[src/design/msw_pkg.sv]
// shared types and constants for the stereo mid/side width block
// no dependencies; imported by every module of the block
`timescale 1ns / 1ps
`default_nettype none

package msw_pkg;

	localparam int SAMPLE_BITS_DEF    = 24;
	localparam int GAIN_FRAC_BITS_DEF = 14;

	localparam int GAIN_W      = 16;
	localparam int EXTRA_BITS  = 16;
	localparam int NOW_W       = GAIN_W + EXTRA_BITS;
	localparam int CFG_INDEX_W = 8;
	localparam int NUM_GAINS   = 3;
	localparam int GAIN_IDX_W  = 2;

	// register indexes, gain targets share their index with the gain slot
	localparam logic [CFG_INDEX_W-1:0] REG_WIDTH = 8'd0;
	localparam logic [CFG_INDEX_W-1:0] REG_MID   = 8'd1;
	localparam logic [CFG_INDEX_W-1:0] REG_SIDE  = 8'd2;
	localparam logic [CFG_INDEX_W-1:0] REG_RAMP  = 8'd3;

	localparam logic [GAIN_IDX_W-1:0] G_WIDTH = 2'd0;
	localparam logic [GAIN_IDX_W-1:0] G_MID   = 2'd1;
	localparam logic [GAIN_IDX_W-1:0] G_SIDE  = 2'd2;

	localparam logic [GAIN_W-1:0] GAIN_UNITY  = 16'd16384;
	localparam logic [GAIN_W-1:0] RAMP_RESET  = 16'd2048;

	typedef enum logic [2:0] {
		ST_IDLE,
		ST_DIV,
		ST_MUL1,
		ST_MUL2,
		ST_MUL3,
		ST_FIN
	} msw_state_t;

	typedef struct packed {
		logic cfg_we;
		logic load;
		logic mul1;
		logic mul2;
		logic mul3;
		logic fin_load;
	} msw_cmd_t;

	typedef struct packed {
		logic need_div;
		logic div_done;
		logic out_free;
	} msw_sts_t;

endpackage

`default_nettype wire

[src/design/msw_div.sv]
// radix-2 restoring divider for the ramp step, one quotient bit a cycle
// depends on msw_pkg
`timescale 1ns / 1ps
`default_nettype none

module msw_div
	import msw_pkg::*;
(
	input  wire logic              clk,
	input  wire logic              arst_n,
	input  wire logic              start,
	input  wire logic [NOW_W-1:0]  num_mag,
	input  wire logic              num_neg,
	input  wire logic [GAIN_W-1:0] den,
	output logic                   done,
	output logic [NOW_W-1:0]       quo
);

	localparam int CNT_W = $clog2(NOW_W);

	logic [GAIN_W-1:0] rem_q;
	logic [NOW_W-1:0]  quo_q;
	logic [GAIN_W-1:0] den_q;
	logic              neg_q;
	logic [CNT_W-1:0]  cnt_q;
	logic              busy_q;
	logic              done_q;
	logic [GAIN_W:0]   trial;
	logic [GAIN_W:0]   diff;
	logic              fits;

	always_comb begin
		trial = {rem_q, quo_q[NOW_W-1]};
		diff  = trial - {1'b0, den_q};
		fits  = (trial >= {1'b0, den_q});
	end

	always_ff @(posedge clk or negedge arst_n) begin
		if (!arst_n) begin
			busy_q <= 1'b0;
			done_q <= 1'b0;
			cnt_q  <= '0;
		end else begin
			done_q <= 1'b0;
			if (start) begin
				busy_q <= 1'b1;
				cnt_q  <= '0;
			end else if (busy_q) begin
				cnt_q <= cnt_q + 1'b1;
				if (cnt_q == CNT_W'(NOW_W - 1)) begin
					busy_q <= 1'b0;
					done_q <= 1'b1;
				end
			end
		end
	end

	always_ff @(posedge clk) begin
		if (start) begin
			rem_q <= '0;
			quo_q <= num_mag;
			den_q <= den;
			neg_q <= num_neg;
		end else if (busy_q) begin
			rem_q <= fits ? diff[GAIN_W-1:0] : trial[GAIN_W-1:0];
			quo_q <= {quo_q[NOW_W-2:0], fits};
		end
	end

	assign done = done_q;
	assign quo  = neg_q ? (~quo_q + 1'b1) : quo_q;

endmodule

`default_nettype wire

[src/design/msw_gains.sv]
// gain targets, ramp state and per-sample gain advance for width, mid and side
// depends on msw_pkg and msw_div
`timescale 1ns / 1ps
`default_nettype none

module msw_gains
	import msw_pkg::*;
(
	input  wire logic                   clk,
	input  wire logic                   arst_n,
	input  wire msw_cmd_t               cmd,
	input  wire logic [CFG_INDEX_W-1:0] cfg_index,
	input  wire logic [GAIN_W-1:0]      cfg_data,
	input  wire logic                   snap,
	output logic                        need_div,
	output logic                        div_done,
	output logic [GAIN_W-1:0]           width_gain,
	output logic [GAIN_W-1:0]           mid_gain,
	output logic [GAIN_W-1:0]           side_gain
);

	logic [GAIN_W-1:0]     tgt_q  [NUM_GAINS];
	logic [NOW_W-1:0]      now_q  [NUM_GAINS];
	logic [NOW_W-1:0]      step_q [NUM_GAINS];
	logic [GAIN_W-1:0]     left_q [NUM_GAINS];
	logic [GAIN_W-1:0]     ramp_q;
	logic [GAIN_IDX_W-1:0] div_sel_q;

	logic                  in_range;
	logic [GAIN_IDX_W-1:0] sel;
	logic [GAIN_W-1:0]     tgt_sel;
	logic [NOW_W-1:0]      now_sel;
	logic                  changed;
	logic [NOW_W:0]        span;
	logic [NOW_W-1:0]      span_mag;
	logic                  div_start;
	logic [NOW_W-1:0]      div_quo;
	logic [NOW_W-1:0]      adv_now [NUM_GAINS];
	logic [NOW_W+1:0]      adv_sum [NUM_GAINS];

	always_comb begin
		in_range = (cfg_index < CFG_INDEX_W'(NUM_GAINS));
		sel      = cfg_index[GAIN_IDX_W-1:0];
		case (sel)
			G_WIDTH: begin
				tgt_sel = tgt_q[G_WIDTH];
				now_sel = now_q[G_WIDTH];
			end
			G_MID: begin
				tgt_sel = tgt_q[G_MID];
				now_sel = now_q[G_MID];
			end
			G_SIDE: begin
				tgt_sel = tgt_q[G_SIDE];
				now_sel = now_q[G_SIDE];
			end
			default: begin
				tgt_sel = '0;
				now_sel = '0;
			end
		endcase
		changed   = in_range && (cfg_data != tgt_sel);
		need_div  = changed && (ramp_q > GAIN_W'(1));
		div_start = cmd.cfg_we && need_div;
		span      = {1'b0, cfg_data, {EXTRA_BITS{1'b0}}} - {1'b0, now_sel};
		span_mag  = span[NOW_W] ? NOW_W'(~span + 1'b1) : span[NOW_W-1:0];
	end

	// ramp advance, clamped to the unsigned range of the current gain
	always_comb begin
		for (int g = 0; g < NUM_GAINS; g++) begin
			adv_sum[g] = {2'b00, now_q[g]} + {{2{step_q[g][NOW_W-1]}}, step_q[g]};
			if (adv_sum[g][NOW_W+1]) begin
				adv_now[g] = '0;
			end else if (adv_sum[g][NOW_W]) begin
				adv_now[g] = '1;
			end else begin
				adv_now[g] = adv_sum[g][NOW_W-1:0];
			end
		end
	end

	msw_div u_div (
		.clk     (clk),
		.arst_n  (arst_n),
		.start   (div_start),
		.num_mag (span_mag),
		.num_neg (span[NOW_W]),
		.den     (ramp_q),
		.done    (div_done),
		.quo     (div_quo)
	);

	always_ff @(posedge clk or negedge arst_n) begin
		if (!arst_n) begin
			for (int g = 0; g < NUM_GAINS; g++) begin
				tgt_q[g]  <= GAIN_UNITY;
				now_q[g]  <= {GAIN_UNITY, {EXTRA_BITS{1'b0}}};
				step_q[g] <= '0;
				left_q[g] <= '0;
			end
			ramp_q    <= RAMP_RESET;
			div_sel_q <= G_WIDTH;
		end else begin
			if (cmd.cfg_we) begin
				if (cfg_index == REG_RAMP) begin
					ramp_q <= cfg_data;
				end else if (changed) begin
					tgt_q[sel] <= cfg_data;
					if (ramp_q == '0) begin
						now_q[sel]  <= {cfg_data, {EXTRA_BITS{1'b0}}};
						left_q[sel] <= '0;
						step_q[sel] <= '0;
					end else begin
						left_q[sel] <= ramp_q;
						if (ramp_q == GAIN_W'(1)) begin
							step_q[sel] <= '0;
						end
					end
				end
			end
			if (div_start) begin
				div_sel_q <= sel;
			end
			if (div_done) begin
				step_q[div_sel_q] <= div_quo;
			end
			if (cmd.load) begin
				for (int g = 0; g < NUM_GAINS; g++) begin
					if (snap) begin
						now_q[g]  <= {tgt_q[g], {EXTRA_BITS{1'b0}}};
						step_q[g] <= '0;
						left_q[g] <= '0;
					end else if (left_q[g] != '0) begin
						left_q[g] <= left_q[g] - 1'b1;
						if (left_q[g] != GAIN_W'(1)) begin
							now_q[g] <= adv_now[g];
						end else begin
							now_q[g] <= {tgt_q[g], {EXTRA_BITS{1'b0}}};
						end
					end
				end
			end
		end
	end

	assign width_gain = now_q[G_WIDTH][NOW_W-1:EXTRA_BITS];
	assign mid_gain   = now_q[G_MID][NOW_W-1:EXTRA_BITS];
	assign side_gain  = now_q[G_SIDE][NOW_W-1:EXTRA_BITS];

endmodule

`default_nettype wire

[src/design/msw_mac.sv]
// sample datapath: mid/side sums, one shared multiplier, rounding,
// saturation and the output register; depends on msw_pkg
`timescale 1ns / 1ps
`default_nettype none

module msw_mac
	import msw_pkg::*;
#(
	parameter int SAMPLE_BITS    = SAMPLE_BITS_DEF,
	parameter int GAIN_FRAC_BITS = GAIN_FRAC_BITS_DEF
) (
	input  wire logic                          clk,
	input  wire logic                          arst_n,
	input  wire msw_cmd_t                      cmd,
	input  wire logic signed [SAMPLE_BITS-1:0] left_in,
	input  wire logic signed [SAMPLE_BITS-1:0] right_in,
	input  wire logic [GAIN_W-1:0]             width_gain,
	input  wire logic [GAIN_W-1:0]             mid_gain,
	input  wire logic [GAIN_W-1:0]             side_gain,
	input  wire logic                          out_ready,
	output logic                               out_valid,
	output logic                               out_free,
	output logic signed [SAMPLE_BITS-1:0]      left_out,
	output logic signed [SAMPLE_BITS-1:0]      right_out,
	output logic                               clipped
);

	localparam int SUM_W   = SAMPLE_BITS + 1;
	localparam int MUL_A_W = SUM_W + 18 - GAIN_FRAC_BITS;
	localparam int MUL_B_W = GAIN_W + 1;
	localparam int MUL_P_W = MUL_A_W + MUL_B_W;
	localparam int ACC_W   = MUL_P_W + 1;
	localparam int RES_W   = ACC_W - GAIN_FRAC_BITS - 1;

	localparam logic signed [MUL_P_W-1:0] HALF1 = MUL_P_W'(1) << (GAIN_FRAC_BITS - 1);
	localparam logic signed [ACC_W-1:0]   HALF2 = ACC_W'(1) << GAIN_FRAC_BITS;
	localparam logic signed [RES_W-1:0]   SAT_HI =
		RES_W'((64'sd1 <<< (SAMPLE_BITS - 1)) - 64'sd1);
	localparam logic signed [RES_W-1:0]   SAT_LO = -SAT_HI - RES_W'(1);

	logic signed [SUM_W-1:0]       sum_q;
	logic signed [SUM_W-1:0]       diff_q;
	logic signed [MUL_A_W-1:0]     side1_q;
	logic signed [MUL_P_W-1:0]     p_q;
	logic signed [MUL_P_W-1:0]     acc_q;
	logic                          out_valid_q;
	logic signed [SAMPLE_BITS-1:0] left_q;
	logic signed [SAMPLE_BITS-1:0] right_q;
	logic                          clip_q;

	logic signed [MUL_A_W-1:0] mul_a;
	logic signed [MUL_B_W-1:0] mul_b;
	logic signed [MUL_P_W-1:0] prod;
	logic signed [MUL_P_W-1:0] rnd1;
	logic signed [ACC_W-1:0]   lsum;
	logic signed [ACC_W-1:0]   rsum;
	logic signed [RES_W-1:0]   lres;
	logic signed [RES_W-1:0]   rres;
	logic signed [SAMPLE_BITS-1:0] lsat;
	logic signed [SAMPLE_BITS-1:0] rsat;
	logic                      lclip;
	logic                      rclip;

	// operand select for the shared multiplier
	always_comb begin
		mul_a = '0;
		mul_b = '0;
		if (cmd.mul1) begin
			mul_a = MUL_A_W'(diff_q);
			mul_b = {1'b0, side_gain};
		end else if (cmd.mul2) begin
			mul_a = MUL_A_W'(sum_q);
			mul_b = {1'b0, mid_gain};
		end else if (cmd.mul3) begin
			mul_a = side1_q;
			mul_b = {1'b0, width_gain};
		end
		prod = MUL_P_W'(mul_a * mul_b);
		rnd1 = p_q + HALF1;
	end

	// decode, round half up and saturate
	always_comb begin
		lsum  = ACC_W'(acc_q) + ACC_W'(p_q) + HALF2;
		rsum  = ACC_W'(acc_q) - ACC_W'(p_q) + HALF2;
		lres  = lsum[ACC_W-1:GAIN_FRAC_BITS+1];
		rres  = rsum[ACC_W-1:GAIN_FRAC_BITS+1];
		lclip = (lres > SAT_HI) || (lres < SAT_LO);
		rclip = (rres > SAT_HI) || (rres < SAT_LO);
		if (lres > SAT_HI) begin
			lsat = SAT_HI[SAMPLE_BITS-1:0];
		end else if (lres < SAT_LO) begin
			lsat = SAT_LO[SAMPLE_BITS-1:0];
		end else begin
			lsat = lres[SAMPLE_BITS-1:0];
		end
		if (rres > SAT_HI) begin
			rsat = SAT_HI[SAMPLE_BITS-1:0];
		end else if (rres < SAT_LO) begin
			rsat = SAT_LO[SAMPLE_BITS-1:0];
		end else begin
			rsat = rres[SAMPLE_BITS-1:0];
		end
	end

	always_ff @(posedge clk) begin
		if (cmd.load) begin
			sum_q  <= SUM_W'(left_in) + SUM_W'(right_in);
			diff_q <= SUM_W'(left_in) - SUM_W'(right_in);
		end
		if (cmd.mul1 || cmd.mul3) begin
			p_q <= prod;
		end
		if (cmd.mul2) begin
			acc_q   <= prod;
			side1_q <= rnd1[MUL_A_W+GAIN_FRAC_BITS-1:GAIN_FRAC_BITS];
		end
		if (cmd.fin_load) begin
			left_q  <= lsat;
			right_q <= rsat;
			clip_q  <= lclip || rclip;
		end
	end

	always_ff @(posedge clk or negedge arst_n) begin
		if (!arst_n) begin
			out_valid_q <= 1'b0;
		end else if (cmd.fin_load) begin
			out_valid_q <= 1'b1;
		end else if (out_ready) begin
			out_valid_q <= 1'b0;
		end
	end

	assign out_valid = out_valid_q;
	assign out_free  = !out_valid_q || out_ready;
	assign left_out  = left_q;
	assign right_out = right_q;
	assign clipped   = clip_q;

endmodule

`default_nettype wire

[src/design/msw_ctrl.sv]
// controller: sequences configuration writes, step division and the
// multiply passes of one sample pair; depends on msw_pkg
`timescale 1ns / 1ps
`default_nettype none

module msw_ctrl
	import msw_pkg::*;
(
	input  wire logic     clk,
	input  wire logic     arst_n,
	input  wire logic     in_valid,
	input  wire logic     cfg_valid,
	input  wire msw_sts_t sts,
	output logic          in_ready,
	output logic          cfg_ready,
	output msw_cmd_t      cmd
);

	msw_state_t st_q;
	msw_state_t st_nxt;

	always_comb begin
		st_nxt = st_q;
		case (st_q)
			ST_IDLE: begin
				if (cfg_valid) begin
					if (sts.need_div) begin
						st_nxt = ST_DIV;
					end
				end else if (in_valid) begin
					st_nxt = ST_MUL1;
				end
			end
			ST_DIV: begin
				if (sts.div_done) begin
					st_nxt = ST_IDLE;
				end
			end
			ST_MUL1: st_nxt = ST_MUL2;
			ST_MUL2: st_nxt = ST_MUL3;
			ST_MUL3: st_nxt = ST_FIN;
			ST_FIN: begin
				if (sts.out_free) begin
					st_nxt = ST_IDLE;
				end
			end
			default: st_nxt = ST_IDLE;
		endcase
	end

	// configuration requests take priority over sample requests
	always_comb begin
		cfg_ready    = (st_q == ST_IDLE);
		in_ready     = (st_q == ST_IDLE) && !cfg_valid;
		cmd          = '0;
		cmd.cfg_we   = (st_q == ST_IDLE) && cfg_valid;
		cmd.load     = (st_q == ST_IDLE) && !cfg_valid && in_valid;
		cmd.mul1     = (st_q == ST_MUL1);
		cmd.mul2     = (st_q == ST_MUL2);
		cmd.mul3     = (st_q == ST_MUL3);
		cmd.fin_load = (st_q == ST_FIN) && sts.out_free;
	end

	always_ff @(posedge clk or negedge arst_n) begin
		if (!arst_n) begin
			st_q <= ST_IDLE;
		end else begin
			st_q <= st_nxt;
		end
	end

	a_no_cfg_with_load: assert property (@(posedge clk) disable iff (!arst_n)
		!(cmd.cfg_we && cmd.load))
		else $error("configuration write and sample load in one cycle");

	a_div_after_cfg: assert property (@(posedge clk) disable iff (!arst_n)
		(st_q == ST_IDLE && st_nxt == ST_DIV) |-> cmd.cfg_we)
		else $error("division started without a configuration write");

	a_fin_holds: assert property (@(posedge clk) disable iff (!arst_n)
		(st_q == ST_FIN && !sts.out_free) |=> (st_q == ST_FIN && !$past(cmd.fin_load)))
		else $error("result written while output register still full");

endmodule

`default_nettype wire

[src/design/stereo_mid_side_width.sv]
// Mid/side stereo width processor with linearly ramped gains.
// Sample pairs arrive on the s_axis channel and leave on m_axis, one result
// per request; gains and ramp length are set through the cfg write channel.
// An accepted pair reaches the output register through these steps: the
// accepting cycle loads the sum and difference and advances the gain
// ramps, then come three passes through the single shared multiplier (side
// gain, mid gain, width) and a rounding and saturation step. A new pair
// is taken only after the previous one is written to the output register.
// A write that changes a gain target while the ramp is two samples or more
// starts a step division (one quotient bit a cycle, 32 bits); cfg and s_axis
// requests are held off after the write until the step is stored. Other
// writes need no division.
// The output register holds a finished result while m_axis_tready is low;
// the next pair is accepted and processed meanwhile and waits in the final
// stage until the register is free.
// Reset (arst_n low) sets every gain to unity with no ramp, the ramp length
// to 2048 samples and empties the output register. No clearing pass.
`timescale 1ns / 1ps
`default_nettype none

module stereo_mid_side_width
	import msw_pkg::*;
#(
	parameter int SAMPLE_BITS    = SAMPLE_BITS_DEF,
	parameter int GAIN_FRAC_BITS = GAIN_FRAC_BITS_DEF,
	localparam int DATA_W        = ((2 * SAMPLE_BITS + 7) / 8) * 8
) (
	input  wire logic                   clk,
	input  wire logic                   arst_n,
	input  wire logic                   s_axis_tvalid,
	output logic                        s_axis_tready,
	input  wire logic [DATA_W-1:0]      s_axis_tdata,  // left_in, right_in
	input  wire logic                   s_axis_tuser,  // snap_to_target
	output logic                        m_axis_tvalid,
	input  wire logic                   m_axis_tready,
	output logic [DATA_W-1:0]           m_axis_tdata,  // left_out, right_out
	output logic                        m_axis_tuser,  // clipped
	input  wire logic                   cfg_valid,
	output logic                        cfg_ready,
	input  wire logic [CFG_INDEX_W-1:0] cfg_index,
	input  wire logic [GAIN_W-1:0]      cfg_data
);

	msw_cmd_t cmd;
	msw_sts_t sts;

	logic [GAIN_W-1:0]             width_gain;
	logic [GAIN_W-1:0]             mid_gain;
	logic [GAIN_W-1:0]             side_gain;
	logic                          need_div;
	logic                          div_done;
	logic                          out_free;
	logic signed [SAMPLE_BITS-1:0] left_out;
	logic signed [SAMPLE_BITS-1:0] right_out;

	always_comb begin
		sts          = '0;
		sts.need_div = need_div;
		sts.div_done = div_done;
		sts.out_free = out_free;
	end

	msw_ctrl u_ctrl (
		.clk       (clk),
		.arst_n    (arst_n),
		.in_valid  (s_axis_tvalid),
		.cfg_valid (cfg_valid),
		.sts       (sts),
		.in_ready  (s_axis_tready),
		.cfg_ready (cfg_ready),
		.cmd       (cmd)
	);

	msw_gains u_gains (
		.clk        (clk),
		.arst_n     (arst_n),
		.cmd        (cmd),
		.cfg_index  (cfg_index),
		.cfg_data   (cfg_data),
		.snap       (s_axis_tuser),
		.need_div   (need_div),
		.div_done   (div_done),
		.width_gain (width_gain),
		.mid_gain   (mid_gain),
		.side_gain  (side_gain)
	);

	msw_mac #(
		.SAMPLE_BITS    (SAMPLE_BITS),
		.GAIN_FRAC_BITS (GAIN_FRAC_BITS)
	) u_mac (
		.clk        (clk),
		.arst_n     (arst_n),
		.cmd        (cmd),
		.left_in    (s_axis_tdata[SAMPLE_BITS-1:0]),
		.right_in   (s_axis_tdata[2*SAMPLE_BITS-1:SAMPLE_BITS]),
		.width_gain (width_gain),
		.mid_gain   (mid_gain),
		.side_gain  (side_gain),
		.out_ready  (m_axis_tready),
		.out_valid  (m_axis_tvalid),
		.out_free   (out_free),
		.left_out   (left_out),
		.right_out  (right_out),
		.clipped    (m_axis_tuser)
	);

	assign m_axis_tdata = DATA_W'({right_out, left_out});

endmodule

`default_nettype wire
[config.mk]
export PLATFORM = sky130hd
export DESIGN_NAME = stereo_mid_side_width
export DESIGN_NICKNAME = d
export VERILOG_FILES = /design/src/design/msw_pkg.sv /design/src/design/msw_div.sv /design/src/design/msw_gains.sv /design/src/design/msw_mac.sv /design/src/design/msw_ctrl.sv /design/src/design/stereo_mid_side_width.sv
export SDC_FILE = /design/constraint.sdc
export NUM_CORES = 2
export LEC_CHECK = 0
export BUFFER_PORTS_ARGS = -buffer_cell sky130_fd_sc_hd__buf_2
export CORE_MARGIN = 2
export CORE_UTILIZATION = 65
export DETAILED_ROUTE_END_ITERATION = 10
export GPL_ROUTABILITY_DRIVEN = 0
export PLACE_DENSITY_LB_ADDON = 0.05
export SYNTH_ARGS = -nofsm -noshare
export SYNTH_HDL_FRONTEND = slang
export SYNTH_HIERARCHICAL = 1
export SYNTH_SLANG_ARGS = --single-unit
export TNS_END_PERCENT = 1
[constraint.sdc]
create_clock -name clk -period 12.9 [get_ports clk]
set_clock_uncertainty 0.15 [all_clocks]
set_input_delay 0.645 -clock clk [delete_from_list [all_inputs] [get_ports clk]]
set_output_delay 0.645 -clock clk [all_outputs]
set_load 0.01 [all_outputs]
# [Yosys cells after proc, flatten, opt, wreduce, memory -nomap -nowiden]
# Cells that the tools add are included.
[word_totals] wordCells=197 out_inout_bits=52 ff_bits=602 in_bits=78
[op_classes] magnitude_cmp=11 n_eq_ne=18 mul=1 n_reduce_logical=27 muxes=82 n_addsub=18 bitwise=9
[op_table] op="$mux 96" count=12
[op_table] op="$mux 32" count=24
[op_table] op="$mux 48" count=5
[op_table] op="$bwmux 96" count=2
[op_table] op="$mux 16" count=9
[op_table] op="$demux 32 s2" count=2
[op_table] op="$add 33x32->34" count=3
[op_table] op="$and 96x96->96" count=1
[op_table] op="$bwmux 48" count=2
[op_table] op="$not 96->96" count=1
[op_table] op="$pmux 32 s3" count=1
[op_table] op="$add 47x16->47 const B" count=2
[op_table] op="$mux 29" count=3
[op_table] op="$add 32x1->32 const B" count=2
[op_table] op="$gt 32x24->1 const B" count=2
[op_table] op="$lt 32x24->1 const B" count=2
[op_table] op="$not 32->32" count=2
[op_table] op="$and 48x48->48" count=1
[op_table] op="$mux 24" count=2
[op_table] op="$ne 16x1->1 const B" count=3
[op_table] op="$not 48->48" count=1
[op_table] op="$pmux 16 s3" count=1
[op_table] op="$reduce_bool 16->1" count=3
[op_table] op="$sub 16x1->16 const B" count=3
[op_table] op="45 further kinds" count=77

# [Logic depth before layout (Yosys ltp)]
[depth] ltp_word=16 mapped_depth=36 depth_no_buf=31

# [Hierarchy]
# The synthesis kept the hierarchy.
[by_module_without_submodules] module="msw_mac" cells_each=3563 seq_area_each_um2=6601.3 area_per_inst_um2=32519.9 instances=1
[by_module_without_submodules] module="msw_gains" cells_each=2648 seq_area_each_um2=7666.1 area_per_inst_um2=22983.3 instances=1
[by_module_without_submodules] module="msw_div" cells_each=422 seq_area_each_um2=1966.9 area_per_inst_um2=4355.4 instances=1
[by_module_without_submodules] module="msw_ctrl" cells_each=23 seq_area_each_um2=75.1 area_per_inst_um2=234.0 instances=1

# [Worst setup path before layout]
# Ideal clock, no wire load.
[synth_timing] path_type="register to register" startpoint="reg u_ctrl.st_q[2]" endpoint="reg u_mac.acc_q[38], data pin" path_stages_with_launch=34 setup_time_ps=264 setup_slack_ps=3693 required_ps=12486 synth_period_minus_slack_ps=9207 path_buffers=6 arrival_ps=8793 path_cell_list="dfrtp_1 > buf_6 > and3b_2 > clkbuf_1 > nor2b_1 > clkbuf_1 > clkbuf_1 > a22oi_1 > nor2_1 > a21oi_1 > clkbuf_1 > clkbuf_1 > nor2_1 > fa_1 > inv_1 > fa_1 > fa_1 > inv_1 > fa_1 > fa_1 > inv_1 > fa_1 > inv_1 > ha_1 > nand3_1 > or2_2 > a211oi_1 > nor3_1 > o31ai_1 > a21oi_1 > o311a_1 > o41ai_1 > a21oi_1 > xnor2_1"
[synth_rtl] item="from (decl)" line_no="msw_ctrl.sv:19" text="msw_state_t st_q;"
[synth_rtl] item="from (signal assigned)" line_no="msw_ctrl.sv:68" text="st_q <= st_nxt;"
[synth_rtl] item="to (signal assigned)" line_no="msw_mac.sv:115" text="acc_q <= prod;"
[synth_rtl] item="to (decl)" line_no="msw_mac.sv:45" text="logic signed [MUL_P_W-1:0] acc_q;"

==> impl_metrics.py <==
metrics = {
    "run_status": {
        "outcome": "finished clean",
    },
    "final_layout": {
        "fill_cells": 7170,
        "final_cells": 7839,
        "regArea_sq_um": 16310,
        "multi_input_area_sq_um": 39420,
        "area_delta_synth_final_pct": 6.007,
        "fin_nets": 7607,
        "drive_gt1_frac": 0.08269,
    },
    "critical_path": {
        "cpMostUsedCell": "fa_1",
        "slowest_delay_ps": 1050,
        "cp_num_cells": 28,
        "crit_family": "adder cells",
        "reg2regPathDepth": 28,
        "critPathBufInv": 6,
        "cp.arrival_ps": 10030,
        "crit_path_end_kind": "flip-flop",
        "cp_max_fo": 43,
        "critical_path_class": "reg -> reg",
        "start_kind": "flip-flop",
        "crit_path_top_delay_cell": "o21ai_2",
        "crit_required_ps": 13130,
    },
    "cts": {
        "post_cts_resized": 0,
        "cts_made_buffers": 71,
        "postCtsSetupBuffers": 0,
        "cts.sink_count": 601,
        "clock_latency_ps": 670,
        "path_clk_slew_ps": 60,
        "root_buffer": "clkbuf_16",
        "cts_tree": "done",
        "htreeDepth": 3,
        "cts.hold.buffers_added": 1,
        "clockBufferDepth": 3,
    },
    "placed_design": {
        "dpl.cell_count": 7708,
        "portBuffers": 129,
        "hpwl_um": 138100,
    },
    "timing": {
        "min_period_ps": 9793,
        "final-hold-violation-count": 0,
        "tns_ps": 0,
        "max_slew_margin": 0.1205,
        "max_freq_mhz": 102.1,
        "tightest_slew_ps": 1319,
        "rsz0062_at_grt": "no",
        "drv_slew": 0,
        "setup_viol": 0,
        "whs_ps": 171.7,
        "final.period_utilization": 0.7592,
    },
    "global_routing": {
        "overflow": 0,
        "grt_pass1_vias": 47800,
        "grt_start_max_net_pins": 174,
        "grt_pass1_wl_um": 279300,
        "grt_usage": 0.3829,
        "antenna_found_initial": 4,
    },
    "synth": {
        "syn_inst": 6656,
        "ys_seq_elements": 601,
        "syn-num-nets": 7667,
        "synth_top_area_frac": 0.1509,
        "synth-edff-count": 268,
        "syn_avg_cell_area_sq_um": 9.028,
        "synthTopCellsByCount": "783 x inv_1, 655 x nand2_1, 632 x nor2_1",
        "ys_seq_area_frac": 0.2714,
        "synth_area_sq_um": 60090,
        "synthFlopType": "dfrtp_1",
        "synth.most_common_cell": "inv_1",
        "synth_area_leader_cell": "fa_1",
        "ys_types": 114,
        "async_reset_ff_frac": 0.5275,
        "synth_area_leaders": "fa_1 15%, edfxtp_1 13%, dfrtp_1 13%",
        "ys_warn_count": 6,
    },
    "pwr": {
        "p_leak_nw": 30.10,
        "intPower_mw": 5.643,
        "p_per_area_nw_per_um2": 163.6,
        "power_frac_seq": 0.281,
        "p_clk_frac": 0.196,
        "swShare": 0.4584,
        "power_frac_comb": 0.523,
        "p_switching_mw": 4.776,
        "ir_drop_uv": 116.5,
    },
    "min_path": {
        "min_path_type": "in -> reg",
        "holdPathStages": 3,
    },
    "drt": {
        "vias_per_cell": 6.426,
        "drtIter0Drc": 6540,
        "wl_um": 181400,
        "vias": 50380,
        "wl_per_cell_um": 23.14,
        "drc_errors": 0,
        "dr.pass1.iters": 7,
        "ant_nets": 0,
    },
    "die": {
        "ios": 130,
        "start_util": 0.6556,
        "die-area_sq_um": 94900,
        "core_area_sq_um": 91660,
        "die_y_um": 308.1,
        "core.rowCount": 111,
        "die_width_um": 308.1,
    },
    "flow_run": {
        "drv_cap": 0,
    },
}
## worst register-to-register path: cells and delay by family, from the launching register on
| family | cells | cell delay [ps] |
|---|---|---|
| simple gates | 6 | 1480 |
| flops | 1 | 570 |
| fa+ha+maj | 7 | 3360 |
| compound gates | 8 | 3010 |
| xor+xnor | 1 | 160 |
| buf+inv | 6 | 800 |
## power groups by stage
stage	sequential [mW]	combinational, mW	clock [mW]
final	2.93	5.45	2.04
after global routing	2.94	5.95	2.15
after CTS	2.89	5.28	2.07
after detailed placement	2.92	5.24	0
after global placement	2.91	5.14	0
after floorplan	2.74	3.93	0
## cell families after synthesis
| logic type | count (synthesis) | synth area share |
|---|---|---|
| AOI/OAI and AO/OA | 1575 | 0.1730 |
| and+or+nand+nor | 1869 | 0.1406 |
| buffers and inverters | 1114 | 0.07494 |
| DFF | 601 | 0.2714 |
| muxes | 199 | 0.03571 |
| adders and majority gates | 933 | 0.2509 |
| xor gates and xnor gates | 365 | 0.05351 |
## metrics by stage
step / utilization / setup slack (ps) / cell area, sq um / total power [mW]
5_1_grt: 0.6949 / 2663 / 63700 / 11.04
3_3_place_gp: 0.6690 / 3569 / 61320 / 8.057
2_1_floorplan: - / 3693 / 60090 / 6.668
6_report: 0.6950 / 3107 / 63700 / 10.42
3_5_place_dp: 0.6690 / 3287 / 61320 / 8.160
4_1_cts: 0.6949 / 3238 / 63700 / 10.25
## layout make-up
cell class | count | area share
Antenna cell | 2 | 0.00007857
Clock buffer | 98 | 0.03190
Clock inverter | 30 | 0.005264
Inverter | 785 | 0.04626
Multi-Input combinational cell | 4941 | 0.6188
Sequential cell | 601 | 0.2560
Tap cell | 1186 | 0.02329
Timing Repair Buffer | 196 | 0.01842
## per-layer routing
| layer | share of wire | vias to the layer above | global-route usage |
|---|---|---|---|
| li1 | - | 22680 | - |
| met4 | 0.036 | 8 | 0.1237 |
| met3 | 0.15 | 458 | 0.1427 |
| met5 | 0.00092 | - | 0 |
| met1 | 0.42 | 24050 | 0.5635 |
| met2 | 0.39 | 3186 | 0.5175 |
## flip-flops by register name (all words and copies together), names as in the netlist, 25 cells and up
register,count
u_gains/left_q,48
u_gains/now_q,48
u_gains/step_q,96
u_gains/tgt_q,48
u_gains/u_div/quo_q,32
u_mac/acc_q,46
u_mac/p_q,46
u_mac/side1_q,29
u_mac/sum_q,25
## path summary, 6_finish.rpt
path / start / to / slack (ps)
worst max-delay path: u_ctrl/st_q[2] / u_mac/p_q[38] / 3110
worst min-delay path: s_axis_tvalid / u_ctrl/st_q[1] / 170
worst max register to register: u_ctrl/st_q[2] / u_mac/p_q[38] / 3110
worst min register to register: u_gains/u_div/rem_q[14] / u_gains/u_div/rem_q[14] / 340
max in group asynchronous: arst_n / u_gains/step_q[8] / 9750
min in group asynchronous: arst_n / u_gains/left_q[26] / 460
## cells in the final DEF (no fill, tap or decap), types with 112 or more instances in the layout
cell	instances
a21o_1	179
a21oi_1	407
a22oi_1	154
buf_2	128
dfrtp_1	310
edfxtp_1	268
fa_1	453
ha_1	480
inv_1	782
mux2_2	121
nand2_1	655
nand3_1	112
nor2_1	630
o21ai_0	255
xnor2_1	261
(Power assumes the default switching activity.)
